==> src/hw/rtl/lfpd_pkg.sv <==
// Shared constants for the line follower PID drive block.
package lfpd_pkg;

   localparam int GAIN_WIDTH      = 16;
   localparam int SPEED_WIDTH     = 8;
   localparam int ERROR_WIDTH     = 3;
   localparam int DIFF_WIDTH      = ERROR_WIDTH + 1;
   localparam int FRAC_BITS       = 8;
   localparam int CSR_INDEX_WIDTH = 2;
   localparam int CSR_DATA_WIDTH  = GAIN_WIDTH;

   localparam logic [CSR_INDEX_WIDTH-1:0] REG_GAIN_P     = 2'd0;
   localparam logic [CSR_INDEX_WIDTH-1:0] REG_GAIN_I     = 2'd1;
   localparam logic [CSR_INDEX_WIDTH-1:0] REG_GAIN_D     = 2'd2;
   localparam logic [CSR_INDEX_WIDTH-1:0] REG_BASE_SPEED = 2'd3;

   localparam logic signed [GAIN_WIDTH-1:0] GAIN_P_RESET     = 16'sd256;
   localparam logic signed [GAIN_WIDTH-1:0] GAIN_I_RESET     = 16'sd0;
   localparam logic signed [GAIN_WIDTH-1:0] GAIN_D_RESET     = 16'sd0;
   localparam logic        [SPEED_WIDTH-1:0] BASE_SPEED_RESET = 8'd155;
   localparam logic        [SPEED_WIDTH-1:0] DUTY_MAX         = 8'd255;

endpackage

==> src/hw/rtl/lfpd_front.sv <==
// Sensor decode, saturating integral and previous error, first pipeline register.
module lfpd_front import lfpd_pkg::*; #(
   parameter int INTEGRAL_WIDTH = 24
) (
   input  logic                             clock,
   input  logic                             reset,
   input  logic                             req_valid,
   output logic                             req_ready,
   input  logic                             req_sense_left,
   input  logic                             req_sense_middle,
   input  logic                             req_sense_right,
   output logic                             s1_valid,
   input  logic                             s1_ready,
   output logic signed [ERROR_WIDTH-1:0]    s1_error,
   output logic signed [DIFF_WIDTH-1:0]     s1_diff,
   output logic signed [INTEGRAL_WIDTH-1:0] s1_sum
);

   function automatic logic signed [ERROR_WIDTH-1:0] decode_error(
      input logic l, input logic m, input logic r);
      logic signed [ERROR_WIDTH-1:0] mag;
      mag = m ? ERROR_WIDTH'(1) : ERROR_WIDTH'(2);
      if (l && !r) begin
         return -mag;
      end else if (!l && r) begin
         return mag;
      end
      return '0;
   endfunction

   logic signed [INTEGRAL_WIDTH-1:0] error_sum_ff, error_sum_in;
   logic signed [ERROR_WIDTH-1:0]    prev_error_ff;
   logic                             valid_ff;
   logic signed [ERROR_WIDTH-1:0]    error_ff, error_in;
   logic signed [DIFF_WIDTH-1:0]     diff_ff, diff_in;
   logic signed [INTEGRAL_WIDTH-1:0] sum_ff;
   logic signed [INTEGRAL_WIDTH:0]   sum_wide;
   logic                             accept;

   assign req_ready = !valid_ff || s1_ready;
   assign accept    = req_valid && req_ready;

   always_comb begin
      error_in = decode_error(req_sense_left, req_sense_middle, req_sense_right);
      diff_in  = DIFF_WIDTH'(error_in) - DIFF_WIDTH'(prev_error_ff);
      sum_wide = (INTEGRAL_WIDTH+1)'(error_sum_ff) + (INTEGRAL_WIDTH+1)'(error_in);
      if (sum_wide[INTEGRAL_WIDTH] != sum_wide[INTEGRAL_WIDTH-1]) begin
         error_sum_in = sum_wide[INTEGRAL_WIDTH] ?
                        {1'b1, {(INTEGRAL_WIDTH-1){1'b0}}} :
                        {1'b0, {(INTEGRAL_WIDTH-1){1'b1}}};
      end else begin
         error_sum_in = sum_wide[INTEGRAL_WIDTH-1:0];
      end
   end

   always_ff @(posedge clock) begin
      if (reset) begin
         error_sum_ff  <= '0;
         prev_error_ff <= '0;
         valid_ff      <= 1'b0;
      end else begin
         if (accept) begin
            error_sum_ff  <= error_sum_in;
            prev_error_ff <= error_in;
         end
         if (req_ready) begin
            valid_ff <= req_valid;
         end
      end
   end

   always_ff @(posedge clock) begin
      if (accept) begin
         error_ff <= error_in;
         diff_ff  <= diff_in;
         sum_ff   <= error_sum_in;
      end
   end

   assign s1_valid = valid_ff;
   assign s1_error = error_ff;
   assign s1_diff  = diff_ff;
   assign s1_sum   = sum_ff;

endmodule

==> src/hw/rtl/lfpd_mult.sv <==
// Gain products, registered.
module lfpd_mult import lfpd_pkg::*; #(
   parameter int INTEGRAL_WIDTH = 24
) (
   input  logic                                    clock,
   input  logic                                    reset,
   input  logic signed [GAIN_WIDTH-1:0]            gain_p,
   input  logic signed [GAIN_WIDTH-1:0]            gain_i,
   input  logic signed [GAIN_WIDTH-1:0]            gain_d,
   input  logic                                    s1_valid,
   output logic                                    s1_ready,
   input  logic signed [ERROR_WIDTH-1:0]           s1_error,
   input  logic signed [DIFF_WIDTH-1:0]            s1_diff,
   input  logic signed [INTEGRAL_WIDTH-1:0]        s1_sum,
   output logic                                    s2_valid,
   input  logic                                    s2_ready,
   output logic signed [ERROR_WIDTH-1:0]           s2_error,
   output logic signed [GAIN_WIDTH+ERROR_WIDTH-1:0] s2_p_prod,
   output logic signed [GAIN_WIDTH+INTEGRAL_WIDTH-1:0] s2_i_prod,
   output logic signed [GAIN_WIDTH+DIFF_WIDTH-1:0] s2_d_prod
);

   logic                                        valid_ff;
   logic                                        accept;
   logic signed [ERROR_WIDTH-1:0]               error_ff;
   logic signed [GAIN_WIDTH+ERROR_WIDTH-1:0]    p_prod_ff, p_prod_in;
   logic signed [GAIN_WIDTH+INTEGRAL_WIDTH-1:0] i_prod_ff, i_prod_in;
   logic signed [GAIN_WIDTH+DIFF_WIDTH-1:0]     d_prod_ff, d_prod_in;

   assign s1_ready = !valid_ff || s2_ready;
   assign accept   = s1_valid && s1_ready;

   always_comb begin
      p_prod_in = (GAIN_WIDTH+ERROR_WIDTH)'(gain_p) * (GAIN_WIDTH+ERROR_WIDTH)'(s1_error);
      i_prod_in = (GAIN_WIDTH+INTEGRAL_WIDTH)'(gain_i) *
                  (GAIN_WIDTH+INTEGRAL_WIDTH)'(s1_sum);
      d_prod_in = (GAIN_WIDTH+DIFF_WIDTH)'(gain_d) * (GAIN_WIDTH+DIFF_WIDTH)'(s1_diff);
   end

   always_ff @(posedge clock) begin
      if (reset) begin
         valid_ff <= 1'b0;
      end else if (s1_ready) begin
         valid_ff <= s1_valid;
      end
   end

   always_ff @(posedge clock) begin
      if (accept) begin
         error_ff  <= s1_error;
         p_prod_ff <= p_prod_in;
         i_prod_ff <= i_prod_in;
         d_prod_ff <= d_prod_in;
      end
   end

   assign s2_valid  = valid_ff;
   assign s2_error  = error_ff;
   assign s2_p_prod = p_prod_ff;
   assign s2_i_prod = i_prod_ff;
   assign s2_d_prod = d_prod_ff;

endmodule

==> src/hw/rtl/lfpd_mix.sv <==
// PID sum, duty mixing and clamping, result register.
module lfpd_mix import lfpd_pkg::*; #(
   parameter int INTEGRAL_WIDTH = 24
) (
   input  logic                                        clock,
   input  logic                                        reset,
   input  logic [SPEED_WIDTH-1:0]                      base_speed,
   input  logic                                        s2_valid,
   output logic                                        s2_ready,
   input  logic signed [ERROR_WIDTH-1:0]               s2_error,
   input  logic signed [GAIN_WIDTH+ERROR_WIDTH-1:0]    s2_p_prod,
   input  logic signed [GAIN_WIDTH+INTEGRAL_WIDTH-1:0] s2_i_prod,
   input  logic signed [GAIN_WIDTH+DIFF_WIDTH-1:0]     s2_d_prod,
   output logic                                        rsp_valid,
   input  logic                                        rsp_ready,
   output logic [SPEED_WIDTH-1:0]                      rsp_left_duty,
   output logic [SPEED_WIDTH-1:0]                      rsp_right_duty,
   output logic                                        rsp_left_forward,
   output logic                                        rsp_right_forward,
   output logic signed [ERROR_WIDTH-1:0]               rsp_line_error
);

   localparam int PidWidth  = INTEGRAL_WIDTH + GAIN_WIDTH + 2;
   localparam int DutyWidth = PidWidth + 2;

   function automatic logic [SPEED_WIDTH-1:0] clamp_duty(
      input logic signed [DutyWidth-1:0] q);
      if (q[DutyWidth-1]) begin
         return '0;
      end else if (|q[DutyWidth-2:FRAC_BITS+SPEED_WIDTH]) begin
         return DUTY_MAX;
      end
      return q[FRAC_BITS+SPEED_WIDTH-1:FRAC_BITS];
   endfunction

   logic signed [PidWidth-1:0]  pid;
   logic                        pid_neg;
   logic                        pid_zero;
   logic [PidWidth-1:0]         mag;
   logic signed [DutyWidth-1:0] base_q;
   logic signed [DutyWidth-1:0] up_q, down_q;
   logic                        valid_ff;
   logic                        accept;
   logic [SPEED_WIDTH-1:0]      left_duty_ff, left_duty_in;
   logic [SPEED_WIDTH-1:0]      right_duty_ff, right_duty_in;
   logic                        left_fwd_ff, right_fwd_ff;
   logic signed [ERROR_WIDTH-1:0] error_ff;

   assign s2_ready = !valid_ff || rsp_ready;
   assign accept   = s2_valid && s2_ready;

   always_comb begin
      pid      = PidWidth'(s2_p_prod) + PidWidth'(s2_i_prod) + PidWidth'(s2_d_prod);
      pid_neg  = pid[PidWidth-1];
      pid_zero = (pid == '0);
      mag      = pid_neg ? PidWidth'(-pid) : PidWidth'(pid);
      base_q   = DutyWidth'({base_speed, {FRAC_BITS{1'b0}}});
      up_q     = base_q + DutyWidth'(mag);
      down_q   = base_q - DutyWidth'(mag);
      if (pid_neg) begin
         left_duty_in  = clamp_duty(down_q);
         right_duty_in = clamp_duty(up_q);
      end else begin
         left_duty_in  = clamp_duty(up_q);
         right_duty_in = clamp_duty(down_q);
      end
   end

   always_ff @(posedge clock) begin
      if (reset) begin
         valid_ff <= 1'b0;
      end else if (s2_ready) begin
         valid_ff <= s2_valid;
      end
   end

   always_ff @(posedge clock) begin
      if (accept) begin
         left_duty_ff  <= left_duty_in;
         right_duty_ff <= right_duty_in;
         left_fwd_ff   <= !pid_neg;
         right_fwd_ff  <= pid_neg || pid_zero;
         error_ff      <= s2_error;
      end
   end

   assign rsp_valid         = valid_ff;
   assign rsp_left_duty     = left_duty_ff;
   assign rsp_right_duty    = right_duty_ff;
   assign rsp_left_forward  = left_fwd_ff;
   assign rsp_right_forward = right_fwd_ff;
   assign rsp_line_error    = error_ff;

endmodule

==> src/hw/rtl/line_follow_pid_drive.sv <==
// Line follower PID drive: top level with control registers and pipeline.
//
// Usage: one transaction on the req_ channel carries a sample of the three
// line sensors; each yields exactly one transaction on the rsp_ channel with
// both PWM duties, both direction bits and the decoded line error.
// Both channels use valid/ready; a transaction moves when both are high.
// Pipeline: decode and integral update, gain multiplies, PID mix and clamp,
// each closed by a register; a req_ transaction passes these three registers
// in order before rsp_valid. Throughput is one transaction per cycle while
// rsp_ready holds high; each register stage advances when the next is ready.
// The integral and previous error update at req_ acceptance, in order.
// A stalled rsp_ready holds the result; the stages behind it fill, and
// req_ready drops once all three hold a transaction.
// The csr_ port writes gains (signed Q8.8) and base speed at csr_write_en;
// write only while no transaction is in flight.
// Reset clears the integral, previous error and pipeline, and loads gain_p
// 1.0, gain_i 0, gain_d 0 and base speed 155.
module line_follow_pid_drive import lfpd_pkg::*; #(
   parameter int INTEGRAL_WIDTH = 24
) (
   input  logic                          clock,
   input  logic                          reset,
   input  logic                          csr_write_en,
   input  logic [CSR_INDEX_WIDTH-1:0]    csr_index,
   input  logic [CSR_DATA_WIDTH-1:0]     csr_wdata,
   input  logic                          req_valid,
   output logic                          req_ready,
   input  logic                          req_sense_left,
   input  logic                          req_sense_middle,
   input  logic                          req_sense_right,
   output logic                          rsp_valid,
   input  logic                          rsp_ready,
   output logic [SPEED_WIDTH-1:0]        rsp_left_duty,
   output logic [SPEED_WIDTH-1:0]        rsp_right_duty,
   output logic                          rsp_left_forward,
   output logic                          rsp_right_forward,
   output logic signed [ERROR_WIDTH-1:0] rsp_line_error
);

   logic signed [GAIN_WIDTH-1:0] gain_p_ff, gain_i_ff, gain_d_ff;
   logic [SPEED_WIDTH-1:0]       base_speed_ff;

   logic                                        s1_valid, s1_ready;
   logic signed [ERROR_WIDTH-1:0]               s1_error;
   logic signed [DIFF_WIDTH-1:0]                s1_diff;
   logic signed [INTEGRAL_WIDTH-1:0]            s1_sum;
   logic                                        s2_valid, s2_ready;
   logic signed [ERROR_WIDTH-1:0]               s2_error;
   logic signed [GAIN_WIDTH+ERROR_WIDTH-1:0]    s2_p_prod;
   logic signed [GAIN_WIDTH+INTEGRAL_WIDTH-1:0] s2_i_prod;
   logic signed [GAIN_WIDTH+DIFF_WIDTH-1:0]     s2_d_prod;

   always_ff @(posedge clock) begin
      if (reset) begin
         gain_p_ff     <= GAIN_P_RESET;
         gain_i_ff     <= GAIN_I_RESET;
         gain_d_ff     <= GAIN_D_RESET;
         base_speed_ff <= BASE_SPEED_RESET;
      end else if (csr_write_en) begin
         unique case (csr_index)
            REG_GAIN_P:     gain_p_ff     <= csr_wdata;
            REG_GAIN_I:     gain_i_ff     <= csr_wdata;
            REG_GAIN_D:     gain_d_ff     <= csr_wdata;
            REG_BASE_SPEED: base_speed_ff <= csr_wdata[SPEED_WIDTH-1:0];
            default: ;
         endcase
      end
   end

   lfpd_front #(.INTEGRAL_WIDTH(INTEGRAL_WIDTH)) u_front (
      .clock            (clock),
      .reset            (reset),
      .req_valid        (req_valid),
      .req_ready        (req_ready),
      .req_sense_left   (req_sense_left),
      .req_sense_middle (req_sense_middle),
      .req_sense_right  (req_sense_right),
      .s1_valid         (s1_valid),
      .s1_ready         (s1_ready),
      .s1_error         (s1_error),
      .s1_diff          (s1_diff),
      .s1_sum           (s1_sum)
   );

   lfpd_mult #(.INTEGRAL_WIDTH(INTEGRAL_WIDTH)) u_mult (
      .clock     (clock),
      .reset     (reset),
      .gain_p    (gain_p_ff),
      .gain_i    (gain_i_ff),
      .gain_d    (gain_d_ff),
      .s1_valid  (s1_valid),
      .s1_ready  (s1_ready),
      .s1_error  (s1_error),
      .s1_diff   (s1_diff),
      .s1_sum    (s1_sum),
      .s2_valid  (s2_valid),
      .s2_ready  (s2_ready),
      .s2_error  (s2_error),
      .s2_p_prod (s2_p_prod),
      .s2_i_prod (s2_i_prod),
      .s2_d_prod (s2_d_prod)
   );

   lfpd_mix #(.INTEGRAL_WIDTH(INTEGRAL_WIDTH)) u_mix (
      .clock             (clock),
      .reset             (reset),
      .base_speed        (base_speed_ff),
      .s2_valid          (s2_valid),
      .s2_ready          (s2_ready),
      .s2_error          (s2_error),
      .s2_p_prod         (s2_p_prod),
      .s2_i_prod         (s2_i_prod),
      .s2_d_prod         (s2_d_prod),
      .rsp_valid         (rsp_valid),
      .rsp_ready         (rsp_ready),
      .rsp_left_duty     (rsp_left_duty),
      .rsp_right_duty    (rsp_right_duty),
      .rsp_left_forward  (rsp_left_forward),
      .rsp_right_forward (rsp_right_forward),
      .rsp_line_error    (rsp_line_error)
   );

endmodule
==> config.mk <==
export PLATFORM = sky130hd
export DESIGN_NAME = line_follow_pid_drive
export DESIGN_NICKNAME = d
export VERILOG_FILES = /design/src/hw/rtl/lfpd_pkg.sv /design/src/hw/rtl/lfpd_front.sv /design/src/hw/rtl/lfpd_mult.sv /design/src/hw/rtl/lfpd_mix.sv /design/src/hw/rtl/line_follow_pid_drive.sv
export SDC_FILE = /design/constraint.sdc
export NUM_CORES = 2
export LEC_CHECK = 0
export BUFFER_PORTS_ARGS = -buffer_cell sky130_fd_sc_hd__buf_2
export CAP_MARGIN = 20
export CORE_MARGIN = 10
export CORE_UTILIZATION = 45
export DETAILED_ROUTE_END_ITERATION = 8
export SYNTH_ARGS = -nofsm -noshare
export SYNTH_HDL_FRONTEND = slang
export SYNTH_SLANG_ARGS = --single-unit
==> constraint.sdc <==
create_clock -name clock -period 10.4 [get_ports clock]
set_input_delay 0.52 -clock clock [delete_from_list [all_inputs] [get_ports clock]]
set_output_delay 0.52 -clock clock [all_outputs]
set_load 0.03 [all_outputs]
======== Yosys cells after proc, flatten, opt, wreduce, memory -nomap -nowiden ========
Index checks and enable logic that the tools add are counted.
storage, ports and cells
  register bits after elaboration ......... 220
  latch bits .............................. 0
  RAM bits ................................ 0
  ROM bits ................................ 0
  output and inout port bits .............. 23
  memories kept ........................... 0
cells by class
  add/sub/neg operators ................... 8
  multiply operators ...................... 3
  div/mod/pow operators ................... 0
  magnitude comparators ................... 0
  equal/unequal tests ..................... 4
  shift-type cells ........................ 0
  multiplexer cells ....................... 27
  bitwise gates (word level) .............. 0
  reductions and logical operators ........ 23
operator list
  operator                                       count
  two-way mux 8 bit                              10
  OR reduction 27 bit                            2
  two-way mux 24 bit                             2
  adder 16 x 42 -> 43 bit                        1
  subtractor 16 x 42 -> 43 bit                   1
  adder 41 x 20 -> 42 bit                        1
  zero test 42 bit                               1
  two-way mux 42 bit                             1
  negator 42 bit                                 1
  adder 19 x 40 -> 41 bit                        1
  multiplier 16 x 24 -> 40 bit                   1
  adder 24 x 3 -> 25 bit                         1
  multiplier 16 x 4 -> 20 bit                    1
  multiplier 16 x 3 -> 19 bit                    1
  two-way mux 1 bit                              10
  two-way mux 3 bit                              3
  AND reduction 2 bit                            4
  zero test 1 bit                                6
  logical AND 1 bit                              5
  == test 2 bit, second input constant           2
  logical OR 1 bit                               4
  subtractor 3 x 3 -> 4 bit                      1
  negator 3 bit                                  1
  == test 2 x 1 -> 1 bit, second input constant  1
  3 further kinds                                3

======== Depth between registers and ports, before layout ========
  word-level depth ........................ 11
  mapped depth ............................ 38
  gate-level depth less buffers ........... 33

======== By module ========
Synthesis repeated with hierarchy kept, for this count alone.
second synthesis, totals
  cell total of the unflattened synthesis .. 3872
  area total of the unflattened synthesis .. 34539.4 um^2
by module, submodules not included
  module                 instances  cells an instance  area each (um^2)
  lfpd_mult              1          2136               20068.0
  lfpd_mix               1          1000               7628.6
  lfpd_front             1          526                4570.6
  line_follow_pid_drive  1          210                2272.2

======== Worst setup path after synthesis ========
Ideal clock, no wire load.
  kind .................................... register to register
  from .................................... reg u_mult.p_prod_ff[18], in the netlist u_mult.s2_p_prod[18]
  to ...................................... reg u_mix.left_duty_ff[3], in the netlist u_mix.rsp_left_duty[3], data pin
  setup time .............................. 0.266 ns
  arrival ................................. 8.427 ns
  data required time ...................... 10.134 ns
  setup slack ............................. 1.707 ns
  cell stages (with the launch flop) ...... 35
  cells stage by stage .................... edfxtp_1 -> fa_1 -> ha_1 -> buf_2 -> a21oi_1 -> o21ai_0 -> o21ai_0 -> a32oi_1 -> o211ai_1 -> a211oi_2 -> nor2_1 -> clkinv_1 -> buf_2 -> buf_4 -> clkbuf_1 -> buf_1 -> a31oi_1 -> xnor2_1 -> ha_1 -> a21o_1 -> a21o_1 -> a21oi_1 -> o21bai_1 -> a21o_1 -> a21oi_1 -> inv_1 -> a21oi_1 -> or2_2 -> or3_1 -> or3b_1 -> a2111oi_0 -> o211ai_1 -> nor3b_4 -> buf_6 -> o21ai_1
on the way
  word-level cells in the longest chain between the ends .. 11
  elaborated cells between the ends (all ways) .. 18
ends and longest elaborated chain
  item                                                                     RTL line                        text
  start, declared                                                          lfpd_mult.sv:26                 logic signed [GAIN_WIDTH+ERROR_WIDTH-1:0] p_prod_ff, p_prod_in;
  start signal, assigned                                                   lfpd_mult.sv:51                 p_prod_ff <= p_prod_in;
  adder 19 x 40 -> 41 bit *                                                lfpd_mix.sv:53                  pid = PidWidth'(s2_p_prod) + PidWidth'(s2_i_prod) + PidWidth'(s2_d_prod);
  adder 41 x 20 -> 42 bit *                                                lfpd_mix.sv:53
  negator 42 bit                                                           lfpd_mix.sv:56                  mag = pid_neg ? PidWidth'(-pid) : PidWidth'(pid);
  two-way mux 42 bit                                                       lfpd_mix.sv:56
  adder 16 x 42 -> 43 bit or subtractor 16 x 42 -> 43 bit (tied branches)  lfpd_mix.sv:58, lfpd_mix.sv:59
  OR reduction 27 bit                                                      lfpd_mix.sv:30                  end else if (|q[DutyWidth-2:FRAC_BITS+SPEED_WIDTH]) begin
  two-way mux 1 bit                                                        lfpd_mix.sv:30
  two-way mux 1 bit                                                        lfpd_mix.sv:28                  if (q[DutyWidth-1]) begin
  two-way mux 1 bit                                                        lfpd_mix.sv:60                  if (pid_neg) begin
  two-way mux 8 bit                                                        lfpd_mix.sv:33                  return q[FRAC_BITS+SPEED_WIDTH-1:FRAC_BITS];
  two-way mux 8 bit *                                                      lfpd_mix.sv:60
  net u_mix.left_duty_in[3]                                                lfpd_mix.sv:44                  logic [SPEED_WIDTH-1:0] left_duty_ff, left_duty_in;
  end signal, assigned                                                     lfpd_mix.sv:79                  left_duty_ff <= left_duty_in;
  end, declared                                                            lfpd_mix.sv:44
The timed path passes the listed nets; every way through them passes the cells marked *. The select of a mux whose other input is x is not followed.
A chain may end at the register's enable or synchronous reset.

======== Final worst setup path ========
  from .................................... reg u_mult.d_prod_ff[19], in the netlist u_mult.s2_d_prod[19]
  to ...................................... reg u_mix.left_duty_ff[0], in the netlist u_mix.rsp_left_duty[0], data pin
on the way
  word-level cells in the longest chain between the ends .. 10
  elaborated cells between the ends (all ways) .. 17
ends and longest elaborated chain
  item                                                                     RTL line                        text
  start, declared                                                          lfpd_mult.sv:28                 logic signed [GAIN_WIDTH+DIFF_WIDTH-1:0] d_prod_ff, d_prod_in;
  start signal, assigned                                                   lfpd_mult.sv:53                 d_prod_ff <= d_prod_in;
  adder 41 x 20 -> 42 bit *                                                lfpd_mix.sv:53
  negator 42 bit                                                           lfpd_mix.sv:56
  two-way mux 42 bit                                                       lfpd_mix.sv:56
  adder 16 x 42 -> 43 bit or subtractor 16 x 42 -> 43 bit (tied branches)  lfpd_mix.sv:58, lfpd_mix.sv:59
  OR reduction 27 bit                                                      lfpd_mix.sv:30
  two-way mux 1 bit                                                        lfpd_mix.sv:30
  two-way mux 1 bit                                                        lfpd_mix.sv:28
  two-way mux 1 bit                                                        lfpd_mix.sv:60
  two-way mux 8 bit                                                        lfpd_mix.sv:33
  two-way mux 8 bit *                                                      lfpd_mix.sv:60
  net u_mix.left_duty_in[0]                                                lfpd_mix.sv:44
Marks and branches as above.

==> flow_metrics.tcl <==
set metrics [dict create \
    core_area_mm2 0.0698 \
    rsz0062_at_grt "no" \
    grt_pass1_vias 24200 \
    rows 97 \
    critPathMaxFanout 25 \
    synth_top_area_share_pct 29.6 \
    final_layout_size_suffix_gt1_share_pct 5.33 \
    ys.flop_type "edfxtp_1" \
    syn_area_mm2 0.0316 \
    fin_skew_ps 19.5 \
    max_freq_mhz 109 \
    firstDrtPassIters 5 \
    hp-class "in2reg" \
    final.period_utilization_pct 88.4 \
    nets 4252 \
    drt_wl_total_um 73500 \
    max-vdd-ir-drop_uv 152 \
    crit_path_start "u_mult.s2_d_prod[19]$_DFFE_PP_" \
    hp-start "csr_wdata[15]" \
    synth.net_count 4277 \
    finalCriticalPeriod_ps 9190 \
    hold_buffers 0 \
    hold_slack_ps 214 \
    gp_congestion 0.852 \
    yosysMostFrequentCell "inv_1" \
    synthCells 3531 \
    yosys_warnings 0 \
    die_width_um 285 \
    drc 0 \
    cts_max_level 1 \
    dp.cells 4413 \
    cts_made_buffers 28 \
    synth_seq_area_share_pct 18.2 \
    synth_top_area_cell "fa_1" \
    leakage_nw 15.1 \
    setup_viol 0 \
    grt_pass1_wl_um 126000 \
    clock_latency_ps 580 \
    clkTransAtPathRegs_ps 60 \
    critPathKind "reg2reg" \
    critPathArrivalTime_ps 9460 \
    grt_remaining_overflow 0 \
    crit_family "compound AO/OA/AOI/OAI gates" \
    power_density_mw_per_mm2 164 \
    cp_slowest_stage_delay_ps 1030 \
    cts_tree "built" \
    via_count 23400 \
    io_pins 49 \
    cts_sinks 220 \
    end_kind "flop" \
    port_buffers 48 \
    num_antenna_cells 0 \
    root_buffer "clkbuf_16" \
    relSlewSlack_pct 28.5 \
    area_growth_pct 6.71 \
    worst_ep_required_time_ps 10670 \
    antenna_found_initial 3 \
    synth_top_cells_by_count "inv_1, nand2_1, fa_1, ha_1, a21oi_1" \
    layoutNonFillerInstCount 4468 \
    cts_setup_buffers 0 \
    finalHoldViolations 0 \
    async_flop_share_pct 0 \
    antenna_left 0 \
    final_cell_area_mm2 0.0337 \
    maxCapViolations 0 \
    die_height_um 285 \
    via_per_inst 5.24 \
    crit_slowest_cell "edfxtp_1" \
    crit_buf_inv 2 \
    initial_core_util_pct 45.3 \
    r2r_start "u_mult.s2_d_prod[19]$_DFFE_PP_" \
    synth_edf_count 134 \
    power_w 0.00553 \
    setup_tns_ps 0 \
    cts_resized 0 \
    die_area_mm2 0.0813 \
    status "complete, no violations" \
    startpoint_type "flop" \
    yosysUniqueCellTypes 99 \
    wire_per_inst_um 16.4 \
    grtUsageTotal_pct 18.6 \
    hpwl_um 59500 \
    post_dp_cell_area_mm2 0.0328 \
    cts_max_path_buffers 3 \
    drtIter0Drc 1320 \
    syn_avg_cell_area_um2 8.95 \
    ys_ff_latch 220 \
    grt_start_max_net_pins 66 \
    synth.top_cells.by_area "fa_1, edfxtp_1, ha_1, inv_1, nand2_1" \
    slew_viol_final 0 \
    tightest_slew_ps 1070 \
]
==> placed cells by master (no fill, tap or decap), types with 30 or more instances in the layout <==
cell type / count
nor2_1: 183
ha_1: 252
and2_1: 168
nand2_1: 523
nand2b_1: 71
o21ai_0: 101
xor2_1: 35
inv_1: 546
dfxtp_1: 86
buf_2: 48
nor3_1: 51
xnor2_1: 109
a21o_1: 35
buf_4: 30
edfxtp_1: 134
fa_1: 468
a21oi_1: 187
nand3_1: 35
==> logic make-up (layout without fill, tap and decap cells) <==
family | Yosys count | count (layout) | share of synthesized area (%)
AOI/OAI and AO/OA | 551 | 551 | 11.2
xor gates and xnor gates | 145 | 145 | 4.04
adders and majority gates | 720 | 720 | 39.6
buffers and inverters | 683 | 680 | 8.20
DFF | 220 | 220 | 18.2
muxes | 16 | 16 | 0.522
and+or+nand+nor | 1196 | 1196 | 18.3
==> flip-flops by register name, indices dropped and copies added, names as in the netlist, 4 cells and up <==
name	count
u_mix.rsp_right_duty	8
u_mult.s2_p_prod	19
u_front.error_sum_ff	24
u_front.s1_diff	4
u_mult.s2_i_prod	40
base_speed_ff	8
u_front.s1_sum	24
gain_i_ff	16
u_mix.rsp_left_duty	8
gain_p_ff	16
gain_d_ff	16
u_mult.s2_d_prod	20
==> through the flow <==
step / util, % / setup slack [ps]
final: 48.3 / 1210
after CTS: 48.3 / 1180
after detailed placement: 46.9 / 1220
after global placement: 46.9 / 1380
after global routing: 48.3 / 438
after floorplan: - / 1710
==> metal layers <==
| layer | GRT usage (%) | up-vias | wire length, µm |
|---|---|---|---|
| met1 | 26.1 | 11500 | 35000 |
| li1 | - | 11400 | - |
| met5 | 0 | - | 0 |
| met4 | 4.66 | 0 | 1940 |
| met2 | 29.9 | 432 | 33100 |
| met3 | 2.51 | 81 | 3470 |
==> where the power goes <==
part           leakage (nW)  switching [W]  internal [W]
logic                  12.6        0.00206       0.00129
clock network         0.463       0.000413      0.000586
registers              1.98       0.000114       0.00106
==> final cells by class <==
type,count,area [µm²]
multi-input combinational,2628,23300
clock inverter,20,204
sequential,220,5750
clock buffer,32,737
inverter,547,2050
tap,940,1180
fill,6736,36100
timing repair buffer,81,504
==> worst register-to-register path, delay by kind of cell, from the launching register on <==
family	cells	cell delay, ps
AND/OR/NAND/NOR	6	1910
adder cells (fa/ha/maj)	3	1260
buffers and inverters	2	440
AO/OA/AOI/OAI	16	3890
flip-flops	1	1030
XOR/XNOR	1	340
==> final timing paths <==
path | end | slack [ps] | depth (start not counted)
max | u_mix.rsp_left_duty[0]$_DFFE_PP_ | 1210 | 28
min | gain_d_ff[15]$_SDFFE_PP0P_ | 210 | 3
max reg2reg | u_mix.rsp_left_duty[0]$_DFFE_PP_ | 1210 | 28
min reg2reg | u_mix.rsp_line_error[0]$_DFFE_PP_ | 420 | 0
Note: power is estimated with default switching activity, not from simulation.
